===== config.mk =====
export PLATFORM = sky130hd
export DESIGN_NAME = dual_led_blink_controller
export DESIGN_NICKNAME = d
export VERILOG_FILES = /design/src/dlb_pkg.sv /design/src/dlb_channel.sv /design/src/dual_led_blink_controller.sv
export SDC_FILE = /design/constraint.sdc
export NUM_CORES = 1
export LEC_CHECK = 0
export ABC_AREA = 1
export ABC_CLOCK_PERIOD_IN_PS = 2900
export BUFFER_PORTS_ARGS = -buffer_cell sky130_fd_sc_hd__buf_4
export CORE_UTILIZATION = 30
export CTS_CLUSTER_DIAMETER = 150
export DETAILED_ROUTE_END_ITERATION = 8
export GPL_TIMING_DRIVEN = 1
export PLACE_DENSITY = 0.57
export SLEW_MARGIN = 30
export SYNTH_ARGS = -nofsm -noshare
export SYNTH_HDL_FRONTEND = slang
export SYNTH_HIERARCHICAL = 1
export SYNTH_SLANG_ARGS = --single-unit

===== constraint.sdc =====
create_clock -name clk_i -period 2.9 [get_ports clk_i]
set_input_delay 0.145 -clock clk_i [delete_from_list [all_inputs] [get_ports clk_i]]
set_output_delay 0.145 -clock clk_i [all_outputs]
set_load 0.03 [all_outputs]

===== src/dlb_pkg.sv =====
package dlb_pkg;

  localparam int COUNT_WIDTH   = 16;
  localparam int TIMEOUT_WIDTH = 24;

  typedef logic signed [COUNT_WIDTH-1:0] cnt_t;
  typedef logic [TIMEOUT_WIDTH-1:0]      tmo_t;

  localparam cnt_t CNT_ONE  = cnt_t'(1);
  localparam cnt_t CNT_MONE = cnt_t'(-1);

  typedef enum logic [2:0] {
    CMD_TICK      = 3'd0,
    CMD_BLINK     = 3'd1,
    CMD_SET_RED   = 3'd2,
    CMD_SET_GREEN = 3'd3,
    CMD_RESET     = 3'd4,
    CMD_DEACT     = 3'd5,
    CMD_WAKE      = 3'd6,
    CMD_INIT      = 3'd7
  } cmd_e;

  typedef enum logic [3:0] {
    MODE_OFF         = 4'd0,
    MODE_RED_OFF     = 4'd1,
    MODE_GREEN_OFF   = 4'd2,
    MODE_RED_FAST    = 4'd3,
    MODE_GREEN_FAST  = 4'd4,
    MODE_RED_SLOW    = 4'd5,
    MODE_GREEN_SLOW  = 4'd6,
    MODE_RG_SLOW_ALT = 4'd7,
    MODE_RG_FAST_ALT = 4'd8,
    MODE_RG_SLOW     = 4'd9,
    MODE_RG_FAST     = 4'd10,
    MODE_WAKE        = 4'd11,
    MODE_RED_CONST   = 4'd12,
    MODE_GREEN_CONST = 4'd13,
    MODE_NO_CHANGE   = 4'd14,
    MODE_NONE        = 4'd15
  } mode_e;

  // configuration register indexes
  localparam logic [2:0] CFG_TIMEOUT   = 3'd0;
  localparam logic [2:0] CFG_FAST_ON   = 3'd1;
  localparam logic [2:0] CFG_FAST_OFF  = 3'd2;
  localparam logic [2:0] CFG_SLOW_ON   = 3'd3;
  localparam logic [2:0] CFG_SLOW_OFF  = 3'd4;
  localparam logic [2:0] CFG_BRIEF_ON  = 3'd5;
  localparam logic [2:0] CFG_BRIEF_OFF = 3'd6;
  localparam logic [2:0] CFG_WAKE_ON   = 3'd7;

  localparam logic [23:0] CFG_TIMEOUT_RST   = 24'd600000;
  localparam logic [14:0] CFG_FAST_ON_RST   = 15'd25;
  localparam logic [14:0] CFG_FAST_OFF_RST  = 15'd25;
  localparam logic [14:0] CFG_SLOW_ON_RST   = 15'd250;
  localparam logic [14:0] CFG_SLOW_OFF_RST  = 15'd250;
  localparam logic [14:0] CFG_BRIEF_ON_RST  = 15'd15;
  localparam logic [14:0] CFG_BRIEF_OFF_RST = 15'd50;
  localparam logic [14:0] CFG_WAKE_ON_RST   = 15'd12;

  // one led channel
  typedef struct packed {
    logic level;
    cnt_t cnt;
    cnt_t on_len;
    cnt_t off_len;
    logic hold;
  } chan_t;

  // configuration after conversion to internal widths
  typedef struct packed {
    tmo_t timeout;
    cnt_t fast_on;
    cnt_t fast_gap;
    cnt_t slow_on;
    cnt_t slow_gap;
    cnt_t blip_on;
    cnt_t blip_gap;
    cnt_t wake_on;
  } cfg_t;

  function automatic cnt_t to_cnt(logic [14:0] v);
    return cnt_t'({17'd0, v});
  endfunction

  function automatic tmo_t to_tmo(logic [23:0] v);
    return tmo_t'({8'd0, v});
  endfunction

endpackage


===== src/dlb_channel.sv =====
module dlb_channel (
  input  dlb_pkg::chan_t chan_i,
  output dlb_pkg::chan_t chan_o
);
  import dlb_pkg::*;

  cnt_t cnt_step;
  logic lvl_step;

  always_comb begin
    lvl_step = chan_i.level;
    cnt_step = chan_i.cnt;
    if (chan_i.cnt > CNT_ONE) begin
      lvl_step = 1'b1;
      cnt_step = chan_i.cnt - CNT_ONE;
    end else if (chan_i.cnt < CNT_MONE) begin
      lvl_step = 1'b0;
      cnt_step = chan_i.cnt + CNT_ONE;
    end
  end

  always_comb begin
    chan_o = chan_i;
    if (chan_i.cnt != '0 && !chan_i.hold) begin
      chan_o.level = lvl_step;
      chan_o.cnt   = cnt_step;
      // end of a phase: lit goes dark, or stays lit when there is no off period; dark goes lit
      if (cnt_step == CNT_ONE) begin
        chan_o.cnt = (chan_i.off_len != '0) ? -chan_i.off_len : chan_i.on_len;
      end else if (cnt_step == CNT_MONE) begin
        chan_o.cnt = chan_i.on_len;
      end
    end
  end

endmodule


===== src/dual_led_blink_controller.sv =====
// channel  | signals                                      | direction
// ---------+----------------------------------------------+----------
// in       | in_valid_i in_stall_o command_i mode_i        | in
//          | reload_timeout_i level_i                      |
// out      | out_valid_o out_stall_i red_led_o green_led_o | out
//          | is_active_o                                   |
// cfg      | cfg_we_i cfg_idx_i cfg_data_i                 | in
//
// one item per cycle while in_stall_o is low: the full state update is done in
// the accept cycle from the state registers, the result is registered in out_q or skid_q
// an output register plus one skid entry: in_stall_o rises only when the skid
// entry is full, i.e. after two results wait on a stalled output
// asynchronous active-low reset loads the register reset values, clears state
module dual_led_blink_controller (
  input  logic        clk_i,
  input  logic        rst_ni,
  input  logic        in_valid_i,
  output logic        in_stall_o,
  input  logic [2:0]  command_i,
  input  logic [3:0]  mode_i,
  input  logic        reload_timeout_i,
  input  logic        level_i,
  output logic        out_valid_o,
  input  logic        out_stall_i,
  output logic        red_led_o,
  output logic        green_led_o,
  output logic        is_active_o,
  input  logic        cfg_we_i,
  input  logic [2:0]  cfg_idx_i,
  input  logic [23:0] cfg_data_i
);
  import dlb_pkg::*;

  typedef struct packed {
    chan_t red;
    chan_t green;
    logic  wake;
    mode_e last_red;
    mode_e last_green;
    mode_e last_both;
    tmo_t  timeout;
    logic  tick_en;
  } st_t;

  typedef struct packed {
    logic red;
    logic green;
    logic active;
  } res_t;

  logic [23:0] cfg_timeout_q;
  logic [14:0] cfg_fast_on_q, cfg_fast_off_q, cfg_slow_on_q, cfg_slow_off_q;
  logic [14:0] cfg_brief_on_q, cfg_brief_off_q, cfg_wake_on_q;
  cfg_t        cfg_c;

  st_t   st_q, st_d;
  chan_t red_tick, green_tick;
  tmo_t  tmo_dec;
  cmd_e  cmd;
  mode_e mode;

  res_t res_d, out_q, skid_q;
  logic out_valid_q, skid_valid_q;
  logic accept_in, out_go;

  // configuration port
  always_ff @(posedge clk_i or negedge rst_ni) begin
    if (!rst_ni) begin
      cfg_timeout_q   <= CFG_TIMEOUT_RST;
      cfg_fast_on_q   <= CFG_FAST_ON_RST;
      cfg_fast_off_q  <= CFG_FAST_OFF_RST;
      cfg_slow_on_q   <= CFG_SLOW_ON_RST;
      cfg_slow_off_q  <= CFG_SLOW_OFF_RST;
      cfg_brief_on_q  <= CFG_BRIEF_ON_RST;
      cfg_brief_off_q <= CFG_BRIEF_OFF_RST;
      cfg_wake_on_q   <= CFG_WAKE_ON_RST;
    end else if (cfg_we_i) begin
      unique case (cfg_idx_i)
        CFG_TIMEOUT:   cfg_timeout_q   <= cfg_data_i;
        CFG_FAST_ON:   cfg_fast_on_q   <= cfg_data_i[14:0];
        CFG_FAST_OFF:  cfg_fast_off_q  <= cfg_data_i[14:0];
        CFG_SLOW_ON:   cfg_slow_on_q   <= cfg_data_i[14:0];
        CFG_SLOW_OFF:  cfg_slow_off_q  <= cfg_data_i[14:0];
        CFG_BRIEF_ON:  cfg_brief_on_q  <= cfg_data_i[14:0];
        CFG_BRIEF_OFF: cfg_brief_off_q <= cfg_data_i[14:0];
        CFG_WAKE_ON:   cfg_wake_on_q   <= cfg_data_i[14:0];
        default:       cfg_timeout_q   <= cfg_timeout_q;
      endcase
    end
  end

  always_comb begin
    cfg_c.timeout  = to_tmo(cfg_timeout_q);
    cfg_c.fast_on  = to_cnt(cfg_fast_on_q);
    cfg_c.fast_gap = to_cnt(cfg_fast_off_q);
    cfg_c.slow_on  = to_cnt(cfg_slow_on_q);
    cfg_c.slow_gap = to_cnt(cfg_slow_off_q);
    cfg_c.blip_on  = to_cnt(cfg_brief_on_q);
    cfg_c.blip_gap = to_cnt(cfg_brief_off_q);
    cfg_c.wake_on  = to_cnt(cfg_wake_on_q);
  end

  function automatic chan_t set_chan(chan_t ch, cnt_t on, cnt_t off, logic dark);
    chan_t r;
    r         = ch;
    r.on_len  = on;
    r.off_len = off;
    r.cnt     = dark ? -on : on;
    r.hold    = 1'b0;
    return r;
  endfunction

  function automatic st_t blink(st_t s, mode_e m, logic rl, cfg_t c);
    st_t  r;
    logic is_red, is_green, is_both, changed;
    r = s;
    if (rl) r.timeout = c.timeout;
    // after timeout, unless reloaded here, only the off mode gets through
    if (m != MODE_NO_CHANGE && !r.wake && !(r.timeout == '0 && m != MODE_OFF)) begin
      is_red   = (m == MODE_RED_OFF) || (m == MODE_RED_FAST) ||
                 (m == MODE_RED_SLOW) || (m == MODE_RED_CONST);
      is_green = (m == MODE_GREEN_OFF) || (m == MODE_GREEN_FAST) ||
                 (m == MODE_GREEN_SLOW) || (m == MODE_GREEN_CONST);
      is_both  = !is_red && !is_green;
      if (is_red && rl) r.last_red = MODE_NONE;
      changed = (is_red && m != r.last_red) || (is_green && m != r.last_green) ||
                (is_both && m != r.last_both);
      if (changed) begin
        unique case (m)
          MODE_OFF: begin
            r.red.cnt     = '0;
            r.green.cnt   = '0;
            r.red.level   = 1'b0;
            r.green.level = 1'b0;
          end
          MODE_RED_OFF: begin
            r.red.level = 1'b0;
            r.red.cnt   = '0;
          end
          MODE_GREEN_OFF: begin
            r.green.level = 1'b0;
            r.green.cnt   = '0;
          end
          MODE_RED_FAST:   r.red   = set_chan(r.red, c.blip_on, c.blip_gap, 1'b0);
          MODE_GREEN_FAST: r.green = set_chan(r.green, c.blip_on, c.blip_gap, 1'b0);
          // red slow runs on the fast on period
          MODE_RED_SLOW:   r.red   = set_chan(r.red, c.fast_on, c.slow_gap, 1'b0);
          MODE_GREEN_SLOW: r.green = set_chan(r.green, c.slow_on, c.slow_gap, 1'b0);
          MODE_RG_SLOW_ALT: begin
            r.green = set_chan(r.green, c.slow_on, c.slow_gap, 1'b1);
            r.red   = set_chan(r.red, c.slow_on, c.slow_gap, 1'b0);
          end
          MODE_RG_FAST_ALT: begin
            r.green = set_chan(r.green, c.fast_on, c.fast_gap, 1'b1);
            r.red   = set_chan(r.red, c.fast_on, c.fast_gap, 1'b0);
          end
          MODE_RG_SLOW: begin
            r.green = set_chan(r.green, c.slow_on, c.slow_gap, 1'b0);
            r.red   = set_chan(r.red, c.slow_on, c.slow_gap, 1'b0);
          end
          MODE_RG_FAST: begin
            r.green = set_chan(r.green, c.fast_on, c.fast_gap, 1'b0);
            r.red   = set_chan(r.red, c.fast_on, c.fast_gap, 1'b0);
          end
          MODE_WAKE: begin
            r.green       = set_chan(r.green, c.wake_on, '0, 1'b0);
            r.red         = set_chan(r.red, c.wake_on, '0, 1'b0);
            r.red.level   = 1'b1;
            r.green.level = 1'b1;
          end
          MODE_RED_CONST:   r.red   = set_chan(r.red, c.slow_on, '0, 1'b0);
          MODE_GREEN_CONST: r.green = set_chan(r.green, c.slow_on, '0, 1'b0);
          default: ;
        endcase
        r.tick_en = 1'b1;
      end
      if (is_red) begin
        r.last_red = m;
      end else if (is_green) begin
        r.last_green = m;
      end else begin
        r.last_both  = m;
        r.last_red   = m;
        r.last_green = m;
      end
    end
    return r;
  endfunction

  function automatic st_t reset_cmd(st_t s, cfg_t c);
    st_t r;
    r            = blink(s, MODE_OFF, 1'b0, c);
    r.red.hold   = 1'b0;
    r.green.hold = 1'b0;
    r.last_red   = MODE_NONE;
    r.last_green = MODE_NONE;
    r.last_both  = MODE_NONE;
    r.timeout    = c.timeout;
    return r;
  endfunction

  // state after reset: all clear, timeout at its reset reload
  function automatic st_t st_init();
    st_t r;
    r         = '0;
    r.timeout = to_tmo(CFG_TIMEOUT_RST);
    return r;
  endfunction

  dlb_channel u_red (
    .chan_i (st_q.red),
    .chan_o (red_tick)
  );

  dlb_channel u_green (
    .chan_i (st_q.green),
    .chan_o (green_tick)
  );

  assign cmd     = cmd_e'(command_i);
  assign mode    = mode_e'(mode_i);
  assign tmo_dec = st_q.timeout - tmo_t'(1);

  always_comb begin
    st_d = st_q;
    unique case (cmd)
      CMD_TICK: begin
        if (st_q.tick_en) begin
          if (st_q.wake) begin
            st_d.red.level   = 1'b1;
            st_d.green.level = 1'b1;
          end else if (st_q.timeout != '0) begin
            st_d.timeout = tmo_dec;
            if (tmo_dec == '0) begin
              st_d.red.level   = 1'b0;
              st_d.green.level = 1'b0;
            end else begin
              st_d.red   = red_tick;
              st_d.green = green_tick;
            end
          end
        end
      end
      CMD_BLINK: st_d = blink(st_q, mode, reload_timeout_i, cfg_c);
      CMD_SET_RED: begin
        if (st_q.timeout != '0) begin
          st_d.red.hold  = 1'b1;
          st_d.last_red  = MODE_NONE;
          st_d.red.level = level_i;
        end
      end
      CMD_SET_GREEN: begin
        if (st_q.timeout != '0) begin
          st_d.green.hold  = 1'b1;
          st_d.green.level = level_i;
        end
      end
      CMD_RESET: st_d = reset_cmd(st_q, cfg_c);
      CMD_DEACT: begin
        st_d.tick_en     = 1'b0;
        st_d.red.level   = 1'b0;
        st_d.green.level = 1'b0;
        st_d.red.hold    = 1'b1;
        st_d.green.hold  = 1'b1;
        st_d.last_red    = MODE_NONE;
        st_d.timeout     = '0;
      end
      CMD_WAKE: begin
        st_d.wake = level_i;
        if (level_i) begin
          st_d.timeout = cfg_c.timeout;
          if (!st_q.wake) begin
            st_d.red.level   = 1'b1;
            st_d.green.level = 1'b1;
          end
        end
      end
      CMD_INIT: begin
        if (st_q.wake) begin
          if (mode != MODE_OFF) st_d.timeout = cfg_c.timeout;
        end else begin
          st_d.tick_en = 1'b0;
          st_d         = reset_cmd(st_d, cfg_c);
          st_d.tick_en = 1'b1;
          if (mode != MODE_OFF) st_d = blink(st_d, mode, 1'b1, cfg_c);
        end
      end
      default: st_d = st_q;
    endcase
  end

  assign res_d.red    = st_d.red.level;
  assign res_d.green  = st_d.green.level;
  assign res_d.active = (st_d.timeout != '0) && st_d.tick_en;

  assign in_stall_o = skid_valid_q;
  assign accept_in  = in_valid_i && !in_stall_o;
  assign out_go     = out_valid_q && !out_stall_i;

  always_ff @(posedge clk_i or negedge rst_ni) begin
    if (!rst_ni) begin
      st_q <= st_init();
    end else if (accept_in) begin
      st_q <= st_d;
    end
  end

  always_ff @(posedge clk_i or negedge rst_ni) begin
    if (!rst_ni) begin
      out_valid_q  <= 1'b0;
      skid_valid_q <= 1'b0;
    end else if (!out_valid_q || out_go) begin
      if (skid_valid_q) begin
        out_valid_q  <= 1'b1;
        skid_valid_q <= 1'b0;
      end else begin
        out_valid_q <= accept_in;
      end
    end else if (accept_in) begin
      skid_valid_q <= 1'b1;
    end
  end

  // result payload, no reset needed
  always_ff @(posedge clk_i) begin
    if (!out_valid_q || out_go) begin
      if (skid_valid_q) begin
        out_q <= skid_q;
      end else if (accept_in) begin
        out_q <= res_d;
      end
    end else if (accept_in) begin
      skid_q <= res_d;
    end
  end

  assign out_valid_o = out_valid_q;
  assign red_led_o   = out_q.red;
  assign green_led_o = out_q.green;
  assign is_active_o = out_q.active;

`ifndef ASSERT_OFF
  a_skid_needs_out: assert property (@(posedge clk_i) disable iff (!rst_ni)
    skid_valid_q |-> out_valid_q)
    else $error("skid entry held without an output result");

  a_accept_shows: assert property (@(posedge clk_i) disable iff (!rst_ni)
    accept_in |=> out_valid_q)
    else $error("accepted item produced no result");

  a_wake_tick_lit: assert property (@(posedge clk_i) disable iff (!rst_ni)
    (accept_in && cmd == CMD_TICK && st_q.wake && st_q.tick_en)
      |=> (st_q.red.level && st_q.green.level))
    else $error("tick under wake override left an led dark");

  a_deact_inactive: assert property (@(posedge clk_i) disable iff (!rst_ni)
    (accept_in && cmd == CMD_DEACT) |=> (!st_q.tick_en && st_q.timeout == '0))
    else $error("deactivate left the block active");

  a_timeout_sticks: assert property (@(posedge clk_i) disable iff (!rst_ni)
    (accept_in && cmd == CMD_TICK && st_q.timeout == '0) |=> (st_q.timeout == '0))
    else $error("tick revived an expired timeout");
`endif

endmodule

==> metrics.md <==
| Metric | Value |
|---|---|
| Hold depth | `3` |
| Post-route minimum period | `~2.9 ns` |
| Yosys warnings | `6` |
| Kind of critical path | `flop to flop` |
| Vert. Die Dim | `between 200 and 300 µm` |
| Post-synth ARST share | `97.8%` |
| Htree depth | `1` |
| Hold wc startpoint | `cfg_data_i[3]` |
| P_leak | `approximately 0.015 µW` |
| Most common cell in the netlist | `nand2_1` |
| Clk_lat worst skew | `0.61 ns` |
| Tcrit/Tclk final | `between 90% and 100%` |
| CP delay by family, top | `simple AND/OR/NAND/NOR gates` |
| GRT Total Usage | `a little under a quarter` |
| R2R Setup Slk | `0.04 ns` |
| Post-Route WL | `roughly 97 mm` |
| # diodes | `0` |
| Buf/Inv on CP | `4` |
| Synth cell types | `64` |
| Top-area cell type share of the netlist area | `22.9%` |
| Syn Area/Cell | `6.11 µm²` |
| Setup TNS | `0 ns` |
| Outcome | `finished, violations left` |
| Final setup violation count | `0` |
| Die Span X | `289 µm` |
| First-pass GRT wire length | `148 mm` |
| Gr ovfl total | `0` |
| Hold Vio Cnt, Final | `1` |
| Syn_nets | `between 4000 and 5000` |
| Fin. max-slew vios | `0` |
| Setup Skew | `0.0214 ns` |
| Post-synth top cells | `1483 x nand2_1, 383 x nor2_1, 331 x nand3_1` |
| Drc violations | `0` |
| Initial drt markers | `2540` |
| Pwr dens | `1180 nW/µm²` |
| Cell accounting for the most synthesized area | `dfrtp_1` |
| Fmax | `350 MHz` |
| Via density | `~5` |
| Max VDD drop | `1340 µV` |
| RSZ-0062 raised after global routing | `yes` |
| CTS clk-pin slew, worst paths | `0.06 ns` |
| Final net count | `4335` |
| Failing checks | `negative hold slack` |
| Post-synth EDFFs | `6` |
| Startpoint types | `flop` |
| CP max stage delay | `0.43 ns` |
| Worst setup path start | `st_q[77]$_DFFE_PN0P_` |
| Syn Inst Count | `4051` |
| Gpl congestion | `1.02` |
| Antenna Nets Post-Route | `0` |
| Clock buffer depth | `3` |
| Hold Crit Class | `primary input to flop` |
| Worst r2r path cells | `22` |
| CTS Buf Count | `31` |
| Largest net degree at the start of global routing | `89` |
| Worst-path cell chain | `buf_4, nor2_4, nand2_4, nor2_4, nand2_2, nand3_4, inv_6, nand2_1, nand2_2, nor2_1, nand2_2, nor2_8, buf_4, buf_4, nand3_1, nand3_1, nand2_1, nand2_1, nand2_1, nand4_1, nand2_1, nand2_1` |
| Rows | `104` |
| Core area | `81100 µm²` |
| Pre-Repair DR Iteration Count | `8` |
| CP Data Required Time | `between 3 and 4 ns` |
| Inst Count DP | `5219` |
| Slowest CP cell | `dfrtp_1` |
| CTS tree | `done` |
| Layout Cells excl Fill | `approximately 5400` |
| Die area | `83600 µm²` |
| TritonCTS Sinks | `~280` |
| Worst reg2reg startpoint | `st_q[77]$_DFFE_PN0P_` |
| Root Buffer | `clkbuf_16` |
| I/O pins | `between 40 and 50` |
| Number of global-route vias before repair | `24711` |
| Mapped Area | `around 25000 µm²` |
| Layout area overhead | `22.7%` |
| Worst hold slack | `-0.00291 ns` |
| CP Data Arrival Time | `around 3.4 ns` |
| Number of max-cap violations | `0` |
| WL/cell | `about 18 µm` |
| Most common cell on crit path | `nand2_1` |
| Share of layout cells above drive strength 1 | `20.1%` |
| Starting density of the core | `30.5%` |
| Seq/Total Area, Yosys | `~28%` |
| Primary FF master, synth | `dfrtp_1` |
| Worst Hold End | `cfg_wake_on_q[3]$_DFFE_PN1P_` |
| Via count | `27440` |
| Initial antenna violation count | `2` |
| DP HPWL | `approximately 73 mm` |
| Synth area leaders | `dfrtp_1 23%, nand2_1 22%, nand3_1 6.7%, o21ai_0 6.2%, nor2_1 5.8%` |
| #FFs+latches synth | `275` |
| Port Buffer Count | `45` |
| Tot Pwr | `35900 µW` |
| FF-to-FF End | `st_q[77]$_DFFE_PN0P_` |
| CP max FO | `15` |
| Slew headroom | `36.1%` |
| Slew @ Worst Pin | `0.956 ns` |
| Setup crit end kind | `flop` |
## per-stage QoR
stage / cell area (µm²) / util (%) / setup WS (ns)
4_1_cts: 29000 / 35.8 / -0.0162
2_1_floorplan: 24700 / - / 0.0364
6_report: 30400 / 37.5 / 0.0441
5_1_grt: 30400 / 37.5 / -0.134
3_5_place_dp: 27400 / 33.8 / -0.128
3_3_place_gp: 27400 / 33.8 / -0.140
## routing by layer
| layer | vias to the layer above | routed length, µm | GRT usage [%] |
|---|---|---|---|
| met5 | - | 9 | 0 |
| met4 | 2 | 2190 | 4.51 |
| met3 | 119 | 5720 | 1.74 |
| met2 | 919 | 42600 | 34.8 |
| met1 | 12897 | 46300 | 34.0 |
| li1 | 13503 | - | - |
## cell families (layout without fill, tap and decap cells)
logic type,count (synthesis),in the layout,share of synthesized area (%)
muxes,6,6,0.258
xor gates and xnor gates,48,48,1.70
AOI/OAI and AO/OA,644,644,14.5
and+or+nand+nor,2460,2463,43.0
buffers and inverters,605,857,11.8
adders and majority gates,13,13,0.657
DFF,275,275,28.1
## sequential cells by signal (all words and copies together) (netlist names), 3 cells and up
name / count
cfg_wake_on_q: 15
cfg_slow_on_q: 15
cfg_fast_on_q: 15
skid_q: 3
cfg_brief_off_q: 15
cfg_brief_on_q: 15
cfg_timeout_q: 24
cfg_fast_off_q: 15
st_q: 138
cfg_slow_off_q: 15
## area by class of cell
class | count | area [µm²]
fillers | 8810 | 50700
multi-input cells | 3174 | 15700
inverters | 355 | 1380
repair inverters | 2 | 11.3
clock buffers | 37 | 828
repair buffers | 442 | 3860
well taps | 1060 | 1330
clock inverters | 21 | 319
flip-flops and latches | 275 | 6980
## cell usage in the layout (no fill, tap or decap), types with 43 or more instances in the layout
cell type,n
nand2_1,1409
buf_4,366
nor2_1,347
inv_1,311
nand3_1,303
o21ai_0,303
dfrtp_1,212
a21oi_1,144
nand2_2,96
nand4_1,80
o21ai_1,57
nor2_2,45
dfstp_2,43
## worst reg2reg max path, stage by stage (launching register included)
cell	delay, ns
dfrtp_1	0.43
buf_4	0.19
nor2_4	0.12
nand2_4	0.08
nor2_4	0.13
nand2_2	0.08
nand3_4	0.18
inv_6	0.10
nand2_1	0.10
nand2_2	0.09
nor2_1	0.14
nand2_2	0.10
nor2_8	0.20
buf_4	0.14
buf_4	0.09
nand3_1	0.05
nand3_1	0.15
nand2_1	0.08
nand2_1	0.06
nand2_1	0.06
nand4_1	0.11
nand2_1	0.05
nand2_1	0.06
## power by group
part           internal (µW)  switching, µW  leakage, µW  total [µW]
sequential              4680            989      0.00341        5670
clock                   2680           1790     0.000560        4470
combinational          10500          15200       0.0107       25800
## how the worst max path moves through the flow
stage / to / slack, ns / cells after the start
3_5_place_dp: st_q[84]$_DFFE_PN0P_ / -0.13 / 22
2_1_floorplan: st_q[83]$_DFFE_PN0P_ / 0.04 / 23
4_1_cts: st_q[84]$_DFFE_PN0P_ / -0.02 / 23
3_3_place_gp: st_q[84]$_DFFE_PN0P_ / -0.14 / 22
6_report: st_q[77]$_DFFE_PN0P_ / 0.04 / 22
5_1_grt: st_q[135]$_DFFE_PN0P_ / -0.13 / 22
## what timing repair did
item / CTS / global route
endpoints found under the hold margin: 135 / 0
resized for setup: 36 / 224
endpoints found under the setup margin: 59 / 104
hold buffers: 25 / 0
cloned: 2 / 12
pin swaps: 4 / 69
buffers inserted: 6 / 44
Note: power is estimated with default switching activity, not from simulation.
